`src/sv/tfct_pkg.sv`:
```
// Package for the three-frame codon translator.
// Holds base codes, the codon table, the front-to-back command type and the back FSM states.
// No dependencies.
`timescale 1ns / 1ps
`default_nettype none

package tfct_pkg;

    localparam int HOLD_DEPTH_DEF      = 16;
    localparam int SEG_COUNT_WIDTH_DEF = 16;
    localparam int QUEUE_DEPTH         = 4;
    localparam int QUEUE_AW            = $clog2(QUEUE_DEPTH);
    localparam logic [4:0] MIN_LEN_RESET = 5'd8;

    typedef logic [2:0] base_code_t;
    localparam base_code_t BASE_T = 3'd0;
    localparam base_code_t BASE_C = 3'd1;
    localparam base_code_t BASE_A = 3'd2;
    localparam base_code_t BASE_G = 3'd3;
    localparam base_code_t BASE_N = 3'd4;

    localparam logic [7:0] AA_STOP    = "Z";
    localparam logic [7:0] AA_UNKNOWN = "X";

    // standard code, index = {b0, b1, b2} with T=0 C=1 A=2 G=3
    localparam logic [8*64-1:0] CODON_STR =
        "FFLLSSSSYYZZCCZWLLLLPPPPHHQQRRRRIIIMTTTTNNKKSSRRVVVVAAAADDEEGGGG";

    typedef struct packed {
        logic [7:0] aa;
        logic [1:0] frame;
        logic       last;
    } cmd_t;

    typedef enum logic [1:0] {
        BK_IDLE,
        BK_READ,
        BK_DATA,
        BK_FLUSH
    } back_state_t;

    function automatic base_code_t base_code(input logic [7:0] ch);
        base_code_t code;
        unique case (ch)
            "T", "U": code = BASE_T;
            "C":      code = BASE_C;
            "A":      code = BASE_A;
            "G":      code = BASE_G;
            default:  code = BASE_N;
        endcase
        return code;
    endfunction

    function automatic logic [7:0] codon_aa(input base_code_t b0, input base_code_t b1,
                                            input base_code_t b2);
        logic [5:0] idx;
        logic [7:0] aa;
        idx = {b0[1:0], b1[1:0], b2[1:0]};
        if (b0 == BASE_N || b1 == BASE_N || b2 == BASE_N) begin
            aa = AA_UNKNOWN;
        end else begin
            aa = CODON_STR[8*(63 - int'(idx)) +: 8];
        end
        return aa;
    endfunction

endpackage

`default_nettype wire

```
`src/sv/tfct_ram.sv`:
```
// Generic single-write, single-read RAM with registered read data.
// No dependencies.
`timescale 1ns / 1ps
`default_nettype none

module tfct_ram #(
    parameter int WIDTH = 8,
    parameter int DEPTH = 48,
    localparam int AW = (DEPTH > 1) ? $clog2(DEPTH) : 1
) (
    input  wire logic             aclk,
    input  wire logic             we,
    input  wire logic [AW-1:0]    waddr,
    input  wire logic [WIDTH-1:0] wdata,
    input  wire logic [AW-1:0]    raddr,
    output logic      [WIDTH-1:0] rdata
);

    logic [WIDTH-1:0] mem [DEPTH];

    always_ff @(posedge aclk) begin
        if (we) begin
            mem[waddr] <= wdata;
        end
        rdata <= mem[raddr];
    end

endmodule

`default_nettype wire

```
`src/sv/tfct_front.sv`:
```
// Front end: accepts bases, tracks the last two bases and the frame phase,
// translates each completed codon into a command. Depends on tfct_pkg.
`timescale 1ns / 1ps
`default_nettype none

module tfct_front (
    input  wire logic          aclk,
    input  wire logic          aresetn,
    input  wire logic          s_valid,
    output logic               s_ready,
    input  wire logic [7:0]    s_base_char,
    input  wire logic          s_last_base,
    input  wire logic          q_full,
    output logic               push,
    output tfct_pkg::cmd_t     cmd
);
    import tfct_pkg::*;

    base_code_t prev0_reg, prev0_next;
    base_code_t prev1_reg, prev1_next;
    logic [1:0] phase_reg, phase_next;
    logic [1:0] warm_reg, warm_next;
    base_code_t cur;
    logic       accept;

    assign s_ready = !q_full;
    assign accept  = s_valid && !q_full;
    assign cur     = base_code(s_base_char);

    always_comb begin
        push      = accept && (warm_reg == 2'd2);
        cmd.aa    = codon_aa(prev0_reg, prev1_reg, cur);
        cmd.frame = (phase_reg == 2'd2) ? 2'd0 : phase_reg + 2'd1;
        cmd.last  = s_last_base;
    end

    always_comb begin
        prev0_next = prev0_reg;
        prev1_next = prev1_reg;
        phase_next = phase_reg;
        warm_next  = warm_reg;
        if (accept) begin
            if (s_last_base) begin
                prev0_next = BASE_T;
                prev1_next = BASE_T;
                phase_next = 2'd0;
                warm_next  = 2'd0;
            end else begin
                prev0_next = prev1_reg;
                prev1_next = cur;
                phase_next = (phase_reg == 2'd2) ? 2'd0 : phase_reg + 2'd1;
                warm_next  = (warm_reg == 2'd2) ? 2'd2 : warm_reg + 2'd1;
            end
        end
    end

    always_ff @(posedge aclk) begin
        if (!aresetn) begin
            prev0_reg <= BASE_T;
            prev1_reg <= BASE_T;
            phase_reg <= 2'd0;
            warm_reg  <= 2'd0;
        end else begin
            prev0_reg <= prev0_next;
            prev1_reg <= prev1_next;
            phase_reg <= phase_next;
            warm_reg  <= warm_next;
        end
    end

endmodule

`default_nettype wire

```
`src/sv/tfct_queue.sv`:
```
// Short command queue between front and back ends.
// Depends on tfct_pkg.
`timescale 1ns / 1ps
`default_nettype none

module tfct_queue (
    input  wire logic          aclk,
    input  wire logic          aresetn,
    input  wire logic          push,
    input  wire tfct_pkg::cmd_t cmd_in,
    output logic               full,
    input  wire logic          pop,
    output logic               valid,
    output tfct_pkg::cmd_t     cmd_out
);
    import tfct_pkg::*;

    cmd_t                mem_reg [QUEUE_DEPTH];
    logic [QUEUE_AW-1:0] wptr_reg, wptr_next;
    logic [QUEUE_AW-1:0] rptr_reg, rptr_next;
    logic [QUEUE_AW:0]   cnt_reg, cnt_next;

    assign full    = (cnt_reg == (QUEUE_AW + 1)'(QUEUE_DEPTH));
    assign valid   = (cnt_reg != '0);
    assign cmd_out = mem_reg[rptr_reg];

    always_comb begin
        wptr_next = push ? wptr_reg + 1'b1 : wptr_reg;
        rptr_next = pop ? rptr_reg + 1'b1 : rptr_reg;
        cnt_next  = cnt_reg + (QUEUE_AW + 1)'(push) - (QUEUE_AW + 1)'(pop);
    end

    always_ff @(posedge aclk) begin
        if (!aresetn) begin
            wptr_reg <= '0;
            rptr_reg <= '0;
            cnt_reg  <= '0;
        end else begin
            wptr_reg <= wptr_next;
            rptr_reg <= rptr_next;
            cnt_reg  <= cnt_next;
        end
    end

    always_ff @(posedge aclk) begin
        if (push) begin
            mem_reg[wptr_reg] <= cmd_in;
        end
    end

endmodule

`default_nettype wire

```
`src/sv/tfct_back.sv`:
```
// Back end: per-frame segment state, held amino acids in RAM, result output register.
// Depends on tfct_pkg and tfct_ram.
`timescale 1ns / 1ps
`default_nettype none

module tfct_back #(
    parameter int HOLD_DEPTH      = tfct_pkg::HOLD_DEPTH_DEF,
    parameter int SEG_COUNT_WIDTH = tfct_pkg::SEG_COUNT_WIDTH_DEF
) (
    input  wire logic          aclk,
    input  wire logic          aresetn,
    input  wire logic [4:0]    min_segment_len,
    input  wire logic          q_valid,
    input  wire tfct_pkg::cmd_t q_cmd,
    output logic               q_pop,
    output logic               m_valid,
    input  wire logic          m_ready,
    output logic [7:0]         m_amino_acid,
    output logic [1:0]         m_frame_index,
    output logic [15:0]        m_segment_number,
    output logic               m_segment_end,
    output logic               m_last_of_run
);
    import tfct_pkg::*;

    localparam int CW        = $clog2(HOLD_DEPTH + 1);
    localparam int RAM_DEPTH = 3 * HOLD_DEPTH;
    localparam int AW        = $clog2(RAM_DEPTH);

    back_state_t state_reg, state_next;
    logic [2:0]                 open_reg, open_next;
    logic [CW-1:0]              count_reg [3];
    logic [CW-1:0]              count_next [3];
    logic [7:0]                 head_reg [3];
    logic [7:0]                 head_next [3];
    logic [SEG_COUNT_WIDTH-1:0] kept_reg [3];
    logic [SEG_COUNT_WIDTH-1:0] kept_next [3];
    logic [1:0]                 frame_reg, frame_next;
    logic [CW-1:0]              left_reg, left_next;
    logic [CW-1:0]              k_reg, k_next;
    logic [15:0]                seg_reg, seg_next;
    logic                       last_reg, last_next;
    logic [1:0]                 flush_reg, flush_next;

    logic        out_valid_reg, out_valid_next;
    logic [7:0]  out_aa_reg, out_aa_next;
    logic [1:0]  out_frame_reg, out_frame_next;
    logic [15:0] out_seg_reg, out_seg_next;
    logic        out_end_reg, out_end_next;
    logic        out_lor_reg, out_lor_next;

    logic [1:0]                 cur_f;
    logic                       cur_open;
    logic [CW-1:0]              cur_count;
    logic [7:0]                 cur_head;
    logic [SEG_COUNT_WIDTH-1:0] cur_kept;
    logic [SEG_COUNT_WIDTH-1:0] kept_inc;
    logic [CW-1:0]              c_inc;
    logic [CW-1:0]              m_eff;
    logic                       out_free, is_stop, take, opens, burst, burst_final;
    logic [2:0]                 open_after;
    logic                       flush_lor;

    logic             ld, ld_end, ld_lor;
    logic [7:0]       ld_aa;
    logic [1:0]       ld_frame;
    logic [15:0]      ld_seg;

    logic             ram_we;
    logic [AW-1:0]    ram_waddr, ram_raddr;
    logic [7:0]       ram_rdata;

    tfct_ram #(
        .WIDTH (8),
        .DEPTH (RAM_DEPTH)
    ) u_hold_ram (
        .aclk  (aclk),
        .we    (ram_we),
        .waddr (ram_waddr),
        .wdata (q_cmd.aa),
        .raddr (ram_raddr),
        .rdata (ram_rdata)
    );

    always_comb begin
        cur_f     = (state_reg == BK_FLUSH) ? flush_reg : q_cmd.frame;
        cur_open  = open_reg[cur_f];
        cur_count = count_reg[cur_f];
        cur_head  = head_reg[cur_f];
        cur_kept  = kept_reg[cur_f];
        kept_inc  = (cur_kept == '1) ? cur_kept : cur_kept + SEG_COUNT_WIDTH'(1);
        c_inc     = cur_count + CW'(1);
        out_free  = !out_valid_reg || m_ready;
        is_stop   = (q_cmd.aa == AA_STOP);

        if (min_segment_len == 5'd0) begin
            m_eff = CW'(1);
        end else if (int'(min_segment_len) > HOLD_DEPTH) begin
            m_eff = CW'(HOLD_DEPTH);
        end else begin
            m_eff = CW'(min_segment_len);
        end

        take        = (state_reg == BK_IDLE) && q_valid && out_free;
        opens       = take && !is_stop && !cur_open && (c_inc >= m_eff);
        burst       = opens && (c_inc > CW'(1));
        burst_final = (k_reg == left_reg - CW'(1));

        open_after = open_reg;
        open_after[cur_f] = !is_stop && (cur_open || opens);
        flush_lor  = ((open_reg >> (flush_reg + 2'd1)) == 3'd0);

        ram_we    = take && !is_stop && !cur_open;
        ram_waddr = AW'(cur_f) * AW'(HOLD_DEPTH) + AW'(cur_count);
        ram_raddr = AW'(frame_reg) * AW'(HOLD_DEPTH) + AW'(k_reg);
    end

    always_comb begin
        state_next = state_reg;
        unique case (state_reg)
            BK_IDLE: begin
                if (take) begin
                    if (burst) begin
                        state_next = BK_READ;
                    end else if (q_cmd.last) begin
                        state_next = BK_FLUSH;
                    end
                end
            end
            BK_READ: begin
                state_next = BK_DATA;
            end
            BK_DATA: begin
                if (out_free) begin
                    if (!burst_final) begin
                        state_next = BK_READ;
                    end else if (last_reg) begin
                        state_next = BK_FLUSH;
                    end else begin
                        state_next = BK_IDLE;
                    end
                end
            end
            BK_FLUSH: begin
                if ((!cur_open || out_free) && flush_reg == 2'd2) begin
                    state_next = BK_IDLE;
                end
            end
        endcase
    end

    always_comb begin
        open_next  = open_reg;
        count_next = count_reg;
        head_next  = head_reg;
        kept_next  = kept_reg;
        frame_next = frame_reg;
        left_next  = left_reg;
        k_next     = k_reg;
        seg_next   = seg_reg;
        last_next  = last_reg;
        flush_next = flush_reg;
        q_pop      = take;
        ld         = 1'b0;
        ld_aa      = cur_head;
        ld_frame   = cur_f;
        ld_seg     = 16'(cur_kept);
        ld_end     = 1'b0;
        ld_lor     = 1'b0;

        unique case (state_reg)
            BK_IDLE: begin
                if (take) begin
                    frame_next = cur_f;
                    last_next  = q_cmd.last;
                    k_next     = '0;
                    flush_next = 2'd0;
                    ld_lor     = !(q_cmd.last && (open_after != 3'd0));
                    if (is_stop) begin
                        ld                = cur_open;
                        ld_end            = 1'b1;
                        open_next[cur_f]  = 1'b0;
                        count_next[cur_f] = '0;
                    end else if (cur_open) begin
                        ld               = 1'b1;
                        head_next[cur_f] = q_cmd.aa;
                    end else if (opens) begin
                        kept_next[cur_f]  = kept_inc;
                        open_next[cur_f]  = 1'b1;
                        count_next[cur_f] = CW'(1);
                        head_next[cur_f]  = q_cmd.aa;
                        left_next         = c_inc - CW'(1);
                        seg_next          = 16'(kept_inc);
                    end else begin
                        count_next[cur_f] = c_inc;
                    end
                end
            end
            BK_READ: begin
            end
            BK_DATA: begin
                if (out_free) begin
                    ld       = 1'b1;
                    ld_aa    = ram_rdata;
                    ld_frame = frame_reg;
                    ld_seg   = seg_reg;
                    ld_lor   = burst_final && !last_reg;
                    if (!burst_final) begin
                        k_next = k_reg + CW'(1);
                    end
                end
            end
            BK_FLUSH: begin
                if (!cur_open || out_free) begin
                    ld     = cur_open;
                    ld_end = 1'b1;
                    ld_lor = flush_lor;
                    if (flush_reg == 2'd2) begin
                        open_next  = 3'd0;
                        count_next = '{default: '0};
                        kept_next  = '{default: '0};
                        flush_next = 2'd0;
                    end else begin
                        flush_next = flush_reg + 2'd1;
                    end
                end
            end
        endcase

        out_aa_next    = out_aa_reg;
        out_frame_next = out_frame_reg;
        out_seg_next   = out_seg_reg;
        out_end_next   = out_end_reg;
        out_lor_next   = out_lor_reg;
        if (ld) begin
            out_valid_next = 1'b1;
            out_aa_next    = ld_aa;
            out_frame_next = ld_frame;
            out_seg_next   = ld_seg;
            out_end_next   = ld_end;
            out_lor_next   = ld_lor;
        end else if (m_ready) begin
            out_valid_next = 1'b0;
        end else begin
            out_valid_next = out_valid_reg;
        end
    end

    always_ff @(posedge aclk) begin
        if (!aresetn) begin
            state_reg     <= BK_IDLE;
            open_reg      <= 3'd0;
            count_reg     <= '{default: '0};
            kept_reg      <= '{default: '0};
            flush_reg     <= 2'd0;
            out_valid_reg <= 1'b0;
        end else begin
            state_reg     <= state_next;
            open_reg      <= open_next;
            count_reg     <= count_next;
            kept_reg      <= kept_next;
            flush_reg     <= flush_next;
            out_valid_reg <= out_valid_next;
        end
    end

    always_ff @(posedge aclk) begin
        head_reg      <= head_next;
        frame_reg     <= frame_next;
        left_reg      <= left_next;
        k_reg         <= k_next;
        seg_reg       <= seg_next;
        last_reg      <= last_next;
        out_aa_reg    <= out_aa_next;
        out_frame_reg <= out_frame_next;
        out_seg_reg   <= out_seg_next;
        out_end_reg   <= out_end_next;
        out_lor_reg   <= out_lor_next;
    end

    assign m_valid          = out_valid_reg;
    assign m_amino_acid     = out_aa_reg;
    assign m_frame_index    = out_frame_reg;
    assign m_segment_number = out_seg_reg;
    assign m_segment_end    = out_end_reg;
    assign m_last_of_run    = out_lor_reg;

endmodule

`default_nettype wire

```
`src/sv/three_frame_codon_translator.sv`:
```
// Top level of the three-frame codon translator: config register, front, queue, back.
// Depends on tfct_pkg, tfct_front, tfct_queue, tfct_back.
//
//   channel  | ports                                  | direction
//   ---------+----------------------------------------+----------
//   s_       | s_valid s_ready s_base_char s_last_base | request in
//   m_       | m_valid m_ready m_amino_acid ...        | result out
//   cfg_     | cfg_wr_en cfg_wr_data                   | write only
//
// The front takes one base per cycle while the 4-entry command queue has room.
// The back takes a command when idle with a free output register. A segment reaching
// min length emits its held amino acids, each via a registered RAM read; a last base
// flushes all three frames. Results sit in an output register, so m_ready low stalls
// only the back; the front keeps filling the queue. Reset is synchronous, active low.
`timescale 1ns / 1ps
`default_nettype none

module three_frame_codon_translator #(
    parameter int HOLD_DEPTH      = tfct_pkg::HOLD_DEPTH_DEF,
    parameter int SEG_COUNT_WIDTH = tfct_pkg::SEG_COUNT_WIDTH_DEF
) (
    input  wire logic        aclk,
    input  wire logic        aresetn,
    input  wire logic        cfg_wr_en,
    input  wire logic [4:0]  cfg_wr_data,
    input  wire logic        s_valid,
    output logic             s_ready,
    input  wire logic [7:0]  s_base_char,
    input  wire logic        s_last_base,
    output logic             m_valid,
    input  wire logic        m_ready,
    output logic [7:0]       m_amino_acid,
    output logic [1:0]       m_frame_index,
    output logic [15:0]      m_segment_number,
    output logic             m_segment_end,
    output logic             m_last_of_run
);
    import tfct_pkg::*;

    logic [4:0] min_len_reg, min_len_next;
    logic       push, q_full, q_valid, q_pop;
    cmd_t       front_cmd, q_cmd;

    always_comb begin
        min_len_next = cfg_wr_en ? cfg_wr_data : min_len_reg;
    end

    always_ff @(posedge aclk) begin
        if (!aresetn) begin
            min_len_reg <= MIN_LEN_RESET;
        end else begin
            min_len_reg <= min_len_next;
        end
    end

    tfct_front u_front (
        .aclk        (aclk),
        .aresetn     (aresetn),
        .s_valid     (s_valid),
        .s_ready     (s_ready),
        .s_base_char (s_base_char),
        .s_last_base (s_last_base),
        .q_full      (q_full),
        .push        (push),
        .cmd         (front_cmd)
    );

    tfct_queue u_queue (
        .aclk    (aclk),
        .aresetn (aresetn),
        .push    (push),
        .cmd_in  (front_cmd),
        .full    (q_full),
        .pop     (q_pop),
        .valid   (q_valid),
        .cmd_out (q_cmd)
    );

    tfct_back #(
        .HOLD_DEPTH      (HOLD_DEPTH),
        .SEG_COUNT_WIDTH (SEG_COUNT_WIDTH)
    ) u_back (
        .aclk             (aclk),
        .aresetn          (aresetn),
        .min_segment_len  (min_len_reg),
        .q_valid          (q_valid),
        .q_cmd            (q_cmd),
        .q_pop            (q_pop),
        .m_valid          (m_valid),
        .m_ready          (m_ready),
        .m_amino_acid     (m_amino_acid),
        .m_frame_index    (m_frame_index),
        .m_segment_number (m_segment_number),
        .m_segment_end    (m_segment_end),
        .m_last_of_run    (m_last_of_run)
    );

endmodule

`default_nettype wire

```
`config.mk`:
```
export PLATFORM = sky130hd
export DESIGN_NAME = three_frame_codon_translator
export DESIGN_NICKNAME = d
export VERILOG_FILES = /design/src/sv/tfct_pkg.sv /design/src/sv/tfct_ram.sv /design/src/sv/tfct_front.sv /design/src/sv/tfct_queue.sv /design/src/sv/tfct_back.sv /design/src/sv/three_frame_codon_translator.sv
export SDC_FILE = /design/constraint.sdc
export NUM_CORES = 1
export LEC_CHECK = 0
export BUFFER_PORTS_ARGS = -buffer_cell sky130_fd_sc_hd__buf_2
export CORE_ASPECT_RATIO = 0.7
export CORE_MARGIN = 2
export CORE_UTILIZATION = 60
export CTS_CLUSTER_DIAMETER = 60
export DETAILED_ROUTE_END_ITERATION = 16
export PLACE_DENSITY = 0.77
export SYNTH_ARGS = -nofsm -noshare
export SYNTH_HDL_FRONTEND = slang
export SYNTH_HIERARCHICAL = 1
export SYNTH_SLANG_ARGS = --single-unit
```
`constraint.sdc`:
```
create_clock -name aclk -period 15.4 [get_ports aclk]
set_input_delay 0 -clock aclk [delete_from_list [all_inputs] [get_ports aclk]]
set_output_delay 0 -clock aclk [all_outputs]
set_load 0.02 [all_outputs]
```
==> Word level (Yosys, flattened, before mapping) <==
Memory sizes are Yosys's and may differ from the RTL's. A register that Yosys moved wholly into a read port is not among the register bits.
Index checks and enable logic that the tools add are counted.
Widths: inputs -> output; s select.
{ "totals": {"reg_bits": 174, "ram_bits": 428, "input_bits": 19, "output_inout_bits": 30, "word_cells": 244, "memories": 2} }
{ "memory_table": {"columns": ["name", "depth", "width", "rd", "rd_clocked_by_memory_dff", "write_ports", "line", "text"], "rows": [
  ["u_back.u_hold_ram.mem", 48, 8, 1, 1, 1, "tfct_ram.sv:19", "logic [WIDTH-1:0] mem [DEPTH];"],
  ["u_queue.mem_reg", 4, 11, 1, 1, 1, "tfct_queue.sv:18", "cmd_t mem_reg [QUEUE_DEPTH];"]
]} }
{ "op_classes": {"add_sub_neg": 15, "n_lt_le_gt_ge": 7, "eq_ne": 30, "shift": 2, "n_mux": 102, "n_bitwise": 11, "n_reduce_logical": 44} }
{ "op_table": {"columns": ["operator", "n"], "rows": [
  ["$shiftx 512x32->8 const A", 1],
  ["$mux 48", 6],
  ["$mux 16", 6],
  ["$pmux 48 s2", 1],
  ["$mux 15", 6],
  ["$bwmux 48", 1],
  ["$eq 8x7->1 const B", 6],
  ["$mux 24", 2],
  ["$mux 8", 6],
  ["$mux 5", 8],
  ["$mux 2", 19],
  ["$bmux 16 s2", 1],
  ["$demux 16 s2", 1],
  ["$pmux 15 s2", 1],
  ["$bwmux 24", 1],
  ["$mux 3", 8],
  ["$mux 1", 19],
  ["$add 16x1->16 const B", 1],
  ["$bmux 8 s2", 1],
  ["$demux 8 s2", 1],
  ["$eq 16x16->1 const B", 1],
  ["$and 15x15->15", 1],
  ["$bwmux 15", 1],
  ["$not 15->15", 1],
  ["57 further kinds", 111]
]} }

==> Logic depth before layout (Yosys ltp) <==
{ "depth": {"depth_word": 17, "mapped_depth": 21, "mapped_depth_nobuf": 16} }

==> Hierarchy <==
Netlist, hierarchy kept.
{ "modules_own_cells": {"columns": ["mod", "instances", "cells_per_inst", "area_each_um2", "seq_area_each_um2"], "rows": [
  ["tfct_ram", 1, 790, 15334.7, 11691.2],
  ["tfct_back", 1, 712, 7521.0, 3853.7],
  ["tfct_queue", 1, 99, 2026.9, 1501.4],
  ["tfct_front", 1, 121, 937.1, 200.2],
  ["three_frame_codon_translator", 1, 16, 190.2, 100.1]
]} }

==> Worst setup path after synthesis <==
OpenSTA, ideal clock, no wires.
{ "synth_path": {"path_type": "register -> register", "startpoint": "register with a tool-made name", "endpoint": "register u_back.left_reg[0] (enable)", "setup_ns": 0.399, "t_arrival_ns": 4.819, "required_time_ns": 15.001, "slack_ns": 10.183, "path_stages_with_launch": 18, "path_buffers": 4, "period_less_slack_ns": 5.217, "cell_sequence": "dfxtp_1 -> buf_6 -> mux4_2 -> buf_6 -> or3b_4 -> o21ai_4 -> buf_2 -> buf_2 -> o2bb2ai_1 -> inv_1 -> ha_1 -> ha_1 -> a21oi_1 -> nor2_1 -> a31oi_1 -> o31a_1 -> o311a_1 -> nor2_1"} }
{ "synth_rtl": {"columns": ["element", "line", "text"], "rows": [
  ["end signal: assignment", "tfct_back.sv:270", "left_reg <= left_next;"],
  ["end: declaration", "tfct_back.sv:39", "logic [CW-1:0] left_reg, left_next;"]
]} }

==> results_dict.tcl <==
set metrics [dict create \
    outcome "completed" \
    drv_slew 0 \
    p_clk_frac 0.272 \
    period_share 0.4764 \
    worstPathRequired_ns 15.94 \
    ys_ff_latch 612 \
    overflow 0 \
    synth-edff-count 509 \
    drt_pre_antenna_iters 5 \
    wl_per_cell_um 24.02 \
    drive_gt1_frac 0.1366 \
    worstMarginPinSlew_ns 1.291 \
    vdd_drop_max_uv 101.4 \
    die_area_mm2 0.04506 \
    path_class "reg2reg" \
    yosysTopAreaCell "edfxtp_1" \
    synth_common_cells "edfxtp_1 (509), mux2i_1 (157), nor2_1 (116)" \
    finClkSkew_ns 0.02732 \
    grt_pass1_vias 14880 \
    grt_util_all_layers 0.2591 \
    coreArea_mm2 0.04257 \
    worstHoldEndpoint "u_queue/wptr_reg[0]" \
    yosysWarningCount 6 \
    ys.flop_type "edfxtp_1" \
    synth_top_area_share 0.5876 \
    min_from "s_valid" \
    end_kind "flip-flop" \
    die_y_um 178.2 \
    post_dp_cell_area_mm2 0.02656 \
    drc 0 \
    die-width_um 252.9 \
    critPathLaunchType "flip-flop" \
    syn_inst 1738 \
    switchingPower_mw 1.599 \
    gp_congestion 0.9506 \
    syn_avg_cell_area_um2 14.97 \
    start_util 0.6111 \
    r2r_cells 16 \
    holdWs_ns 0.03134 \
    netlist-cell-type-count 94 \
    wirelength_um 57380 \
    timing.fmax_mhz 136.3 \
    cts_tree "yes" \
    yosys-top-cells-area "edfxtp_1 (59%), dfxtp_1 (7.9%), mux2i_1 (6.0%), mux4_2 (4.3%), nor2_1 (1.7%)" \
    num_rows 63 \
    finalSetupViolCount 0 \
    comb_power_share 0.301 \
    grt_pass1_wl_um 87980 \
    post_cts_buffers 0 \
    finalCriticalPeriod_ns 7.336 \
    clock-root-buffer "clkbuf_16" \
    syn_to_final_growth_pct 9.943 \
    insertion_delay_ns 0.60 \
    cts.reportedPaths.clkPinSlew_ns 0.07 \
    setup_tns_ns 0 \
    io_buffers 48 \
    total_power_mw 4.859 \
    synth-async-reset-ratio 0 \
    vias 15350 \
    syn_area_mm2 0.02601 \
    p_leak_nw 9.728 \
    nets 1843 \
    crit_fanout 21 \
    ys_seq_area_frac 0.6669 \
    grt_max_degree 53 \
    rsz0062_at_grt "false" \
    rrSetupSlack_ns 8.06 \
    crit_arrival_ns 7.87 \
    cts_made_buffers 54 \
    pin_count 49 \
    internal_power_mw 3.260 \
    holdBufCountCts 28 \
    cts_buffer_depth 3 \
    hold_depth 4 \
    post_cts_resized 0 \
    hold_viol_final 0 \
    holdCritPathClass "in2reg" \
    drt_iter0_drc 1725 \
    ant_nets 0 \
    num_antenna_cells 0 \
    antenna_found_initial 1 \
    yosysMostFrequentCell "edfxtp_1" \
    clkSinkCount 612 \
    power.density_mw_per_mm2 169.9 \
    largest_reg_flops 384 \
    cap_violations 0 \
    fin_util 0.6718 \
    seq_power_share 0.428 \
    h-tree-depth 2 \
    vias_per_cell 6.424 \
    worst_r2r_endpoint "u_back/kept_reg[13]" \
    fin_area_mm2 0.02860 \
    hpwl_um 36630 \
    relSlewSlack 0.1392 \
    switching_share 0.3291 \
]
## cell usage in the layout, fill, tap and decap left out, types with 19 or more instances in the layout
| cell | n |
|---|---|
| edfxtp_1 | 509 |
| mux2i_1 | 157 |
| nor2_1 | 114 |
| dfxtp_1 | 103 |
| a21oi_1 | 84 |
| nand2_1 | 75 |
| clkbuf_16 | 59 |
| mux4_2 | 51 |
| buf_2 | 48 |
| inv_1 | 47 |
| o2bb2ai_1 | 44 |
| a22o_1 | 40 |
| a22oi_1 | 34 |
| ha_1 | 30 |
| dlygate4sd3_1 | 28 |
| nand3_1 | 25 |
| o21ai_0 | 24 |
| nor2b_1 | 22 |
| nand2b_1 | 20 |
| and2_1 | 19 |
| a221oi_1 | 19 |
## metrics by stage
step           setup slack [ns]  cells
2_1_floorplan             10.18   1739
3_3_place_gp              8.370   2261
3_5_place_dp              8.171   2261
4_1_cts                   8.174   2389
5_1_grt                   7.479   2389
6_report                  8.064   2389
## cells by family (layout without fill, tap and decap cells)
logic type,after synthesis,in the layout,synth area share
xor+xnor,27,27,0.01020
compound gates,349,349,0.1009
other cells,2,3,0.0002887
simple gates,352,352,0.06840
mux,219,219,0.1099
flops,612,612,0.6669
buf+inv,146,244,0.02819
fa+ha+maj,31,31,0.01520
## critical path, stage by stage (launching register included)
cell	delay [ns]
dfxtp_1	0.79
mux4_2	0.71
mux2i_4	0.66
inv_2	0.43
mux2i_1	0.21
o2bb2ai_1	0.81
inv_1	0.11
ha_1	0.37
ha_1	0.31
a21oi_1	0.19
nor2_1	0.09
a31o_2	0.24
o311ai_1	0.30
o311a_1	0.47
o21ai_2	0.23
a21oi_1	1.05
a22o_1	0.28
## final cells by class
class,instances,area (um^2)
clock buffer,74,1583
clock inverter,26,171.4
fill,2887,13970
inverter,52,195.2
multi-input combinational,981,7969
sequential,612,17350
tap,552,690.7
timing repair buffer,92,640.6
## routing by layer
layer / GRT usage / routed length, um / share of wire
met3: 0.05443 / 5138 / 0.090
met2: 0.3824 / 25240 / 0.44
met1: 0.3982 / 25980 / 0.45
met4: 0.05966 / 1016 / 0.018
met5: 0 / 0 / 0
## how the worst max path moves through the flow
stage                                endpoint  slack [ns]  cells after the start  startpoint
after floorplan            u_back/left_reg[0]       10.18                     17   flip-flop
after global placement     u_back/kept_reg[1]        8.37                     16   flip-flop
after detailed placement  u_back/kept_reg[13]        8.17                     16   flip-flop
after CTS                 u_back/kept_reg[13]        8.17                     16   flip-flop
after global routing      u_back/kept_reg[12]        7.48                     16   flip-flop
final                     u_back/kept_reg[13]        8.06                     16   flip-flop
## power by group through the flow
stage | Clock [mW] | Sequential (mW) | Combinational [mW]
floorplan | 0 | 2.11 | 1.01
global placement | 0 | 2.11 | 1.40
detailed placement | 0 | 2.11 | 1.43
CTS | 1.34 | 2.08 | 1.44
global route | 1.40 | 2.09 | 1.56
finish | 1.32 | 2.08 | 1.46
Note: power is estimated with default switching activity, not from simulation.
